===== src/rtl/glqt_pkg.sv =====
// Shared types, constants and helpers for the glyph quad text layout block.
// No dependencies; imported by every module of the block.
`default_nettype none
package glqt_pkg;

    // Table sizes
    localparam int GLYPH_COUNT      = 128;
    localparam int GLYPH_AW         = $clog2(GLYPH_COUNT);
    localparam int CODE_W           = 7;
    localparam int KERN_DEPTH       = 128 * 128;
    localparam int KERN_AW          = $clog2(KERN_DEPTH);
    localparam int MAX_STRING_CHARS = 4096;
    localparam int SLOT_W           = $clog2(MAX_STRING_CHARS);
    localparam int QUEUE_DEPTH      = 4;
    localparam int QUEUE_AW         = $clog2(QUEUE_DEPTH);

    // Divider sizes: numerator is atlas coordinate plus glyph size
    localparam int NUM_W  = 13;
    localparam int DEN_W  = 13;
    localparam int DIV_W  = NUM_W + 16;
    localparam int UV_W   = 17;
    localparam int DCNT_W = $clog2(DIV_W + 1);
    localparam logic [UV_W-1:0] UV_ONE = 17'd65536;

    // Character codes with special meaning
    localparam logic [CODE_W-1:0] CHAR_SPACE   = 7'd32;
    localparam logic [CODE_W-1:0] CHAR_NEWLINE = 7'd10;

    // Item actions
    localparam logic [1:0] ACT_GLYPH = 2'd0;
    localparam logic [1:0] ACT_KERN  = 2'd1;
    localparam logic [1:0] ACT_START = 2'd2;
    localparam logic [1:0] ACT_CHAR  = 2'd3;

    // Configuration register indexes
    localparam int CFG_IDX_W = 3;
    localparam logic [CFG_IDX_W-1:0] CFG_SCALE        = 3'd0;
    localparam logic [CFG_IDX_W-1:0] CFG_MAP_WIDTH    = 3'd1;
    localparam logic [CFG_IDX_W-1:0] CFG_MAP_HEIGHT   = 3'd2;
    localparam logic [CFG_IDX_W-1:0] CFG_SPACE_ADV    = 3'd3;
    localparam logic [CFG_IDX_W-1:0] CFG_LINE_HEIGHT  = 3'd4;
    localparam logic [CFG_IDX_W-1:0] CFG_TEXT_COLOR   = 3'd5;
    localparam int CFG_DATA_W = 24;

    localparam logic [2:0] CORNER_LAST = 3'd5;

    typedef enum logic [2:0] {
        CL_GLYPH   = 3'd0,
        CL_KERN    = 3'd1,
        CL_START   = 3'd2,
        CL_SPACE   = 3'd3,
        CL_NEWLINE = 3'd4,
        CL_CHAR    = 3'd5
    } item_class_t;

    typedef struct packed {
        logic [1:0]        action;
        logic [CODE_W-1:0] char_code;
        logic [CODE_W-1:0] right_code;
        logic signed [15:0] coord_x;
        logic signed [15:0] coord_y;
        logic [7:0]        glyph_width;
        logic [7:0]        glyph_height;
        logic signed [7:0] bearing_x;
        logic signed [7:0] bearing_y;
        logic [7:0]        advance;
        logic signed [7:0] kern_x;
    } item_t;

    typedef struct packed {
        item_class_t cls;
        item_t       item;
    } queue_entry_t;

    typedef struct packed {
        logic [11:0]       ax;
        logic [11:0]       ay;
        logic [7:0]        w;
        logic [7:0]        h;
        logic signed [7:0] bx;
        logic signed [7:0] by;
        logic [7:0]        adv;
    } glyph_t;

    typedef struct packed {
        logic [15:0] scale;
        logic [12:0] map_width;
        logic [12:0] map_height;
        logic [7:0]  space_advance;
        logic [7:0]  line_height;
        logic [23:0] text_color;
    } cfg_t;

    // Clamp a wide 20.8 value to the 24-bit signed 16.8 range
    function automatic logic signed [23:0] sat24(input logic signed [27:0] v);
        logic signed [23:0] r;
        if (v > 28'sd8388607)
            r = 24'sh7FFFFF;
        else if (v < -28'sd8388608)
            r = 24'sh800000;
        else
            r = v[23:0];
        return r;
    endfunction

endpackage
`default_nettype wire


===== src/rtl/glqt_front.sv =====
// Front end: accepts input transactions, classifies them and queues them.
// Depends on glqt_pkg.
`default_nettype none
module glqt_front (
    input  wire logic                 clk,
    input  wire logic                 rst_n,
    input  wire logic                 in_valid,
    output logic                      in_ready,
    input  wire glqt_pkg::item_t      in_item,
    input  wire logic                 clear_busy,
    input  wire logic                 pop,
    output glqt_pkg::queue_entry_t    head,
    output logic                      empty
);
    import glqt_pkg::*;

    queue_entry_t            q_mem [QUEUE_DEPTH];
    logic [QUEUE_AW-1:0]     wr_ptr_reg, wr_ptr_next;
    logic [QUEUE_AW-1:0]     rd_ptr_reg, rd_ptr_next;
    logic [QUEUE_AW:0]       count_reg, count_next;
    logic                    push;
    item_class_t             cls;

    // Classify the incoming item
    always_comb
    begin
        case (in_item.action)
            ACT_GLYPH: cls = CL_GLYPH;
            ACT_KERN:  cls = CL_KERN;
            ACT_START: cls = CL_START;
            default:
            begin
                if (in_item.char_code == CHAR_SPACE)
                    cls = CL_SPACE;
                else if (in_item.char_code == CHAR_NEWLINE)
                    cls = CL_NEWLINE;
                else
                    cls = CL_CHAR;
            end
        endcase
    end

    // Queue control
    assign in_ready = (count_reg != (QUEUE_AW+1)'(QUEUE_DEPTH)) && !clear_busy;
    assign push     = in_valid && in_ready;
    assign empty    = (count_reg == '0);
    assign head     = q_mem[rd_ptr_reg];

    always_comb
    begin
        wr_ptr_next = push ? wr_ptr_reg + 1'b1 : wr_ptr_reg;
        rd_ptr_next = pop ? rd_ptr_reg + 1'b1 : rd_ptr_reg;
        count_next  = count_reg + (QUEUE_AW+1)'(push) - (QUEUE_AW+1)'(pop);
    end

    always_ff @(posedge clk or negedge rst_n)
    begin
        if (!rst_n)
        begin
            wr_ptr_reg <= '0;
            rd_ptr_reg <= '0;
            count_reg  <= '0;
        end
        else
        begin
            wr_ptr_reg <= wr_ptr_next;
            rd_ptr_reg <= rd_ptr_next;
            count_reg  <= count_next;
        end
    end

    // Queue storage
    always_ff @(posedge clk)
    begin
        if (push)
        begin
            q_mem[wr_ptr_reg] <= '{cls: cls, item: in_item};
        end
    end

endmodule
`default_nettype wire


===== config.mk =====
export PLATFORM = sky130hd
export DESIGN_NAME = glqt_front
export DESIGN_NICKNAME = d
export VERILOG_FILES = /design/src/rtl/glqt_pkg.sv /design/src/rtl/glqt_front.sv
export SDC_FILE = /design/constraint.sdc
export NUM_CORES = 1
export LEC_CHECK = 0
export BUFFER_PORTS_ARGS = -buffer_cell sky130_fd_sc_hd__buf_2
export CAP_MARGIN = 10
export CORE_AREA = 2 2 202 125
export CTS_BUF_LIST = sky130_fd_sc_hd__clkbuf_4
export CTS_CLUSTER_DIAMETER = 200
export DETAILED_ROUTE_END_ITERATION = 10
export DIE_AREA = 0 0 204 127
export PLACE_DENSITY = 0.84
export RECOVER_POWER = 50
export SLEW_MARGIN = 20
export SYNTH_ARGS = -nofsm -noshare
export SYNTH_HDL_FRONTEND = slang
export SYNTH_SLANG_ARGS = --single-unit
export TNS_END_PERCENT = 50

===== constraint.sdc =====
create_clock -name clk -period 7.3 [get_ports clk]
set_input_delay 1.095 -clock clk [delete_from_list [all_inputs] [get_ports clk]]
set_output_delay 1.095 -clock clk [all_outputs]
set_load 0.1 [all_outputs]

# ---- Word level (Yosys, flattened, before mapping)
# Memories as Yosys holds them, arrays and structs flattened.
# Index checks and enable logic that the tools add are counted.
dict set report word_totals {
  register_bits 7
  ramBits 396
  input_bits 101
  output_inout_bits 101
  word_cells 23
  memories 1
}
# name depth word_bits rd rd_clocked_by_memory_dff wr line_no
set mem_list {}
lappend mem_list {q_mem 4 99 1 0 1 glqt_front.sv:17} ;# queue_entry_t q_mem [QUEUE_DEPTH];
dict set report classes {
  addsub 4
  eq_ne 5
  muxes 5
  n_reduce_logical 5
}
# op count
set ops {}
lappend ops {{3-bit case mux with 3 select lines} 1}
lappend ops {{7-bit by 4-bit equality test with 1-bit output (second input constant)} 1}
lappend ops {{7-bit by 6-bit equality test with 1-bit output (second input constant)} 1}
lappend ops {{2-bit by 1-bit adder with 2-bit output (second input constant)} 2}
lappend ops {{3-bit by 1-bit adder with 3-bit output} 1}
lappend ops {{3-bit zero test} 1}
lappend ops {{1-bit 2-to-1 mux} 3}
lappend ops {{3-bit 2-to-1 mux} 1}
lappend ops {{3-bit != test (second input constant)} 1}
lappend ops {{3-bit by 1-bit subtractor with 3-bit output} 1}
lappend ops {{2-bit by 1-bit equality test with 1-bit output (second input constant)} 1}
lappend ops {{2-bit equality test (second input constant)} 1}
lappend ops {{1-bit logical AND} 2}
lappend ops {{2-bit zero test} 1}
lappend ops {{1-bit zero test} 1}

# ---- Logic depth before layout (Yosys ltp)
# Gate-level depths: netlist of the first run.
dict set report depth {
  word_depth 5
  mapped_depth 10
  depth_no_buf 10
}

# ---- Worst setup path before layout of the first run
# Ideal clock, no wire load.
dict set report synth_path {
  kind {input to register}
  start {input port clear_busy}
  end {memory q_mem[0][0] in the netlist's numbering, enable pin}
  setup_ps 469
  arrival_time_ps 3773
  t_required_ps 6831
  setup_slack_ps 3058
  path_stages 2
  n_path_buf 0
  cell_sequence {nor3b_2 > and2_1}
}
dict set report synth_between {
  elab_chain_cells 5
}
# item line_no
set synth_lines {}
lappend synth_lines {{from (decl)} glqt_front.sv:10} ;# input wire logic clear_busy,
lappend synth_lines {{1-bit zero test} glqt_front.sv:44} ;# assign in_ready = (count_reg != (QUEUE_AW+1)'(QUEUE_DEPTH)) && !clear_busy;
lappend synth_lines {{1-bit logical AND} glqt_front.sv:44}
lappend synth_lines {{1-bit logical AND} glqt_front.sv:45} ;# assign push = in_valid && in_ready;
lappend synth_lines {{1-bit 2-to-1 mux} glqt_front.sv:75} ;# if (push)
lappend synth_lines {{1-bit 2-to-1 mux (not written as such)} glqt_front.sv:77} ;# q_mem[wr_ptr_reg] <= '{cls: cls, item: in_item};
lappend synth_lines {{to (decl)} glqt_front.sv:17}
# No other way between the ends.

==> impl_metrics.tcl, run 1 <==
set metrics [dict create \
    grt_pass1_wl_um 42810 \
    hold_violations 0 \
    first_pass_iters 5 \
    postSynthAreaPerCell_um2 26.30 \
    area_growth_pct 16.16 \
    die-area_um2 25910 \
    vias 6959 \
    portBuffers 201 \
    crit_arrival_ns 3.65 \
    cts_tree "built" \
    antenna_found_initial 1 \
    rsz0062_at_grt "false" \
    worst_ep_required_time_ns 6.20 \
    route.detailed.drc 0 \
    core.rowCount 44 \
    dp_hpwl_um 16900 \
    core-area_um2 23890 \
    drtIter0Drc 500 \
    synth_warnings 0 \
    end_kind "output pin" \
    gr-total-overflow 0 \
    post_drt_wl_per_cell_um 23.05 \
    violations "max-capacitance violations, max-slew violations" \
    grt_max_degree 57 \
    cts_hold_buf 0 \
    largest_reg_flops 396 \
    cts.clk_slew.worst_paths_ns 0.07 \
    cts_root_buffer "clkbuf_4" \
    finalCriticalPeriod_ns 4.749 \
    synth.distinct_cells 24 \
    cts.htree.levels 3 \
    nets 942 \
    cts_sinks 403 \
    routed_wl_um 28170 \
    ys_seq_area_share_pct 82.22 \
    synthFlopType "edfxtp_1" \
    gp_congestion 0.7477 \
    grt_pass1_vias 7502 \
    postLayoutCoreUtil_pct 71.35 \
    setup_tns_ns 0 \
    fillCellCount 1479 \
    cts-resized-gates 0 \
    clk_path_buf_depth 3 \
    pin_count 202 \
    vias_per_cell 5.695 \
    numCtsBuffers 88 \
    grtUsageTotal_pct 22.68 \
    start_util_pct 61.43 \
    synth-edff-count 396 \
    fin_hold_ws_ns 0.3251 \
    fin_crit_sh_pct 65.05 \
    antenna_left 0 \
    post_cts.repair.setup_buffers 0 \
    hold_path_class "primary input to async pin" \
    synthCells 558 \
    clk-insertion-delay-late_ns 0.69 \
    status "complete, but fails checks" \
    drive_gt1_share_pct 38.53 \
    worst_setup_path_start_kind "flop" \
    skew_ns 0.03177 \
    tightest_slew_ns 1.748 \
    max_freq_mhz 210.6 \
    synth.cell_area_um2 14680 \
    die_x_um 204 \
    crit_fanout 52 \
    criticalPathCategory "flop to output pin" \
    synthArstFlopShare_pct 1.737 \
    die_h_um 127 \
    synth_seq_cells 403 \
    slew_headroom_pct -16.55 \
    synthesis.nets 666 \
    finalSetupViolations 0 \
    finalMaxSlewViolations 26 \
    drv_cap 1 \
]
==> stage by stage <==
| step | setup WS (ns) | std cells | instance area, um^2 |
|---|---|---|---|
| 3_5_place_dp | 3.577 | 1065 | 16070 |
| 5_1_grt | 2.159 | 1220 | 17040 |
| 6_report | 2.551 | 1222 | 17050 |
| 3_3_place_gp | 3.613 | 1065 | 16070 |
| 2_1_floorplan | 3.058 | 558 | 14680 |
| 4_1_cts | 2.784 | 1219 | 17160 |
==> critical path: stages, from the launching register on <==
cell     delay (ns)
dfrtp_1        1.51
buf_12         0.45
mux4_2         0.60
buf_2          0.32
==> final timing paths <==
| kind | slack (ns) | endpoint | startpoint | cells past startpoint |
|---|---|---|---|---|
| worst min register to register | 0.56 | count_reg[0] | count_reg[0] | 1 |
| worst max-delay path | 2.55 | head[62] | rd_ptr_reg[0] | 3 |
| min in group clk | 0.56 | count_reg[0] | count_reg[0] | 1 |
| max in group asynchronous | 6.61 | rd_ptr_reg[1] | rst_n | 1 |
| worst max register to register | 4.01 | q_mem[2][62] | count_reg[2] | 4 |
| worst min-delay path | 0.33 | wr_ptr_reg[1] | rst_n | 1 |
==> cells in the final DEF, fill, tap and decap left out, drive strengths merged <==
cell      n
nand4b    1
nor3b     2
clkbuf  220
and3      1
o21a      1
and2      4
buf     111
diode     2
edfxtp  396
inv       9
fa        1
nor3      1
xor2      1
clkinv   26
ha        6
a21boi    1
or4       1
xnor2     4
or4b      1
bufinv    2
dfrtp     7
mux2      1
nor2      1
nand2     1
mux4     99
==> final cells by class <==
class / count / area, um^2 / area share (%)
inverter: 6 / 22.52 / 0.1321
clock buffer: 123 / 923.4 / 5.417
clock inverter: 31 / 171.4 / 1.006
sequential: 403 / 12070 / 70.80
timing repair buffer: 208 / 962.2 / 5.644
antenna: 2 / 5.005 / 0.02936
tap: 322 / 402.9 / 2.363
multi-input combinational: 127 / 2490 / 14.61
==> cell families after synthesis <==
logic type	count (synthesis)	share of synthesized area, %
mux	100	15.27
simple gates	13	0.6649
fa+ha+maj	7	0.6479
xor+xnor	5	0.2984
compound gates	2	0.1023
buf+inv	28	0.8013
flops	403	82.22
==> per-layer routing <==
| layer | track usage [%] | vias up | wire, um |
|---|---|---|---|
| met5 | 0 | - | 0 |
| li1 | - | 3017 | - |
| met4 | 7.076 | 0 | 314 |
| met3 | 7.219 | 29 | 2511 |
| met2 | 34.49 | 318 | 13550 |
| met1 | 32.31 | 3595 | 11800 |
==> cells in the mapped netlist (3+ instances only) <==
master,number,area share [%]
and2_1,4,0.17
mux4_2,99,15
buf_2,10,0.34
clkbuf_1,9,0.23
buf_1,3,0.077
xnor2_1,4,0.24
inv_1,6,0.15
edfxtp_1,396,81
dfrtp_1,7,1.2
ha_1,6,0.51
Power of run 1 is not shown: default switching activity piles up to over one toggle a cycle in this logic, so the estimate is an artifact.
==> run 2, diff against run 1 <==
--- a/config.mk
+++ b/config.mk
@@ -7,12 +7,12 @@
 export LEC_CHECK = 0
 export BUFFER_PORTS_ARGS = -buffer_cell sky130_fd_sc_hd__buf_2
 export CAP_MARGIN = 10
-export CORE_AREA = 2 2 202 125
+export CORE_AREA = 2 2 207 128
 export CTS_BUF_LIST = sky130_fd_sc_hd__clkbuf_4
 export CTS_CLUSTER_DIAMETER = 200
 export DETAILED_ROUTE_END_ITERATION = 10
-export DIE_AREA = 0 0 204 127
-export PLACE_DENSITY = 0.84
+export DIE_AREA = 0 0 209 130
+export PLACE_DENSITY = 0.81
 export RECOVER_POWER = 50
 export SLEW_MARGIN = 20
 export SYNTH_ARGS = -nofsm -noshare
==> constraint.sdc (replaced) <==
create_clock -name clk -period 4.5 [get_ports clk]
set_input_delay 0.675 -clock clk [delete_from_list [all_inputs] [get_ports clk]]
set_output_delay 0.675 -clock clk [all_outputs]
set_load 0.1 [all_outputs]
==> run 2 against run 1 <==
  * The flow still finishes with violations (max-capacitance violations, max-slew violations)
  * Routed wire length is 3.1% lower
  * Register-to-register slack worse by 3.2 ns
  * Die area is 4.9% higher
  * Global-route usage is 2.3 points lower
  * Clock-buffer cell count is 16 higher
  * Worst hold slack worse by 0.12 ns
==> impl_metrics.tcl, run 2 (synthesis gave the netlist of run 1 again) <==
set metrics [dict create \
    r2r_cells 4 \
    setup_tns_ns 0 \
    skew_ns 0.03154 \
    hp-start "pop" \
    hold_path_class "primary input to flop" \
    cts_root_buffer "clkbuf_4" \
    antenna_left 0 \
    worstReg2RegStart "count_reg[2]" \
    rsz0062_at_grt "false" \
    grtUsageTotal_pct 20.38 \
    placed_cells 1082 \
    clk-insertion-delay-late_ns 0.69 \
    pin_count 202 \
    cts.htree.levels 3 \
    routed_wl_um 27280 \
    drive_gt1_share_pct 39.91 \
    whs_path_depth 2 \
    criticalPathCategory "flop to flop" \
    core.rowCount 46 \
    clk_path_buf_depth 3 \
    vias 6927 \
    pre_cts_slack_ns 1.492 \
    crit_fanout 72 \
    tightest_slew_ns 1.552 \
    cts.clk_slew.worst_paths_ns 0.07 \
    ff2ff_setup_slack_ns 0.77 \
    finalCriticalPeriod_ns 3.732 \
    max_freq_mhz 268.0 \
    hold_violations 0 \
    dp_hpwl_um 16440 \
    die_x_um 209 \
    slew_headroom_pct -3.452 \
    cts_tree "built" \
    grt_pass1_vias 7362 \
    antenna_found_initial 1 \
    largest_reg_flops 396 \
    start_util_pct 57.30 \
    numCtsBuffers 90 \
    fin_cells 1248 \
    gp_congestion 0.7861 \
    finalMaxSlewViolations 28 \
    die_h_um 130 \
    antenna_cells 0 \
    area_growth_pct 17.20 \
    r2r_end "q_mem[1][74]" \
    violations "max-capacitance violations, max-slew violations" \
    final_common_cell "edfxtp_1" \
    drtIter0Drc 527 \
    portBuffers 201 \
    worst_ep_required_time_ns 4.80 \
    gr-total-overflow 0 \
    end_kind "flop" \
    die-area_um2 27170 \
    first_pass_iters 5 \
    cts_sinks 403 \
    cts-resized-gates 0 \
    postLayoutCoreUtil_pct 67.16 \
    worst_setup_path_start_kind "flop" \
    worst_slack_ns 0.7684 \
    grt_max_degree 73 \
    status "complete, but fails checks" \
    drv_cap 1 \
    whs_endpoint "rd_ptr_reg[0]" \
    nets 947 \
    post_drt_wl_per_cell_um 21.86 \
    grt_pass1_wl_um 41020 \
    core-area_um2 25610 \
    finalSetupViolations 0 \
    fin_crit_sh_pct 82.92 \
    route.detailed.drc 0 \
    final_cell_mix "396 x edfxtp_1, 139 x clkbuf_4, 104 x buf_2, 99 x mux4_2, 97 x clkbuf_1" \
    vias_per_cell 5.550 \
    crit_arrival_ns 4.03 \
]
## run 2: changes by cell type in the layout (fill, tap and decap cells not counted), sizes merged
cell	delta
clkbuf	+16
buf	+2
clkinv	-5
dlygate4sd3	+1
clkinvlp	+1
bufinv	-1
diode	-2
## run 2: worst max-delay path by stage
stage | to | startpoint | slack [ns] | depth (start not counted)
finish | q_mem[1][74] | count_reg[2] | 0.77 | 4
detailed placement | head[63] | rd_ptr_reg[0] | 1.49 | 3
global route | q_mem[1][74] | count_reg[2] | 0.49 | 4
global placement | head[90] | rd_ptr_reg[0] | 1.51 | 3
floorplan | q_mem[0][0] | clear_busy | 0.68 | 2
CTS | head[90] | rd_ptr_reg[0] | 0.69 | 3
## run 2: per-layer routing
metal | share of wire [%] | up-vias | global-route usage [%]
li1 | - | 3031 | -
met5 | 0.040 | - | 0
met4 | 1.2 | 2 | 6.765
met1 | 41 | 3535 | 27.51
met2 | 49 | 327 | 32.22
met3 | 8.3 | 32 | 6.715
## run 2: cell type report
cell class / instances / area, um^2
Clock buffer: 139 / 1044
Clock inverter: 26 / 131.4
Fill cell: 1652 / 8411
Inverter: 6 / 22.52
Multi-Input combinational cell: 127 / 2485
Sequential cell: 403 / 12070
Tap cell: 336 / 420.4
Timing Repair Buffer: 211 / 1025
## run 2: per-stage QoR
stage | cell area [um^2] | hold slack (ns)
after floorplan | 14680 | 0.3794
after global placement | 16160 | 0.5133
after detailed placement | 16160 | 0.5180
after CTS | 17340 | 0.1125
after global routing | 17200 | 0.1441
final | 17200 | 0.2060
## run 2: critical path, stage by stage, from the launching register on
cell and delay, ns:
dfrtp_1 0.41, nor3b_1 0.18, nor3b_1 0.91, and2_1 1.29, buf_12 0.45
## run 2: what timing repair did
item,4_1_cts,5_1_grt
hold buffers,1,0
hold endpoints to repair,7,0
setup endpoints to repair,0,0
buffers inserted,0,0
Power of run 2 is left out for the same reason.
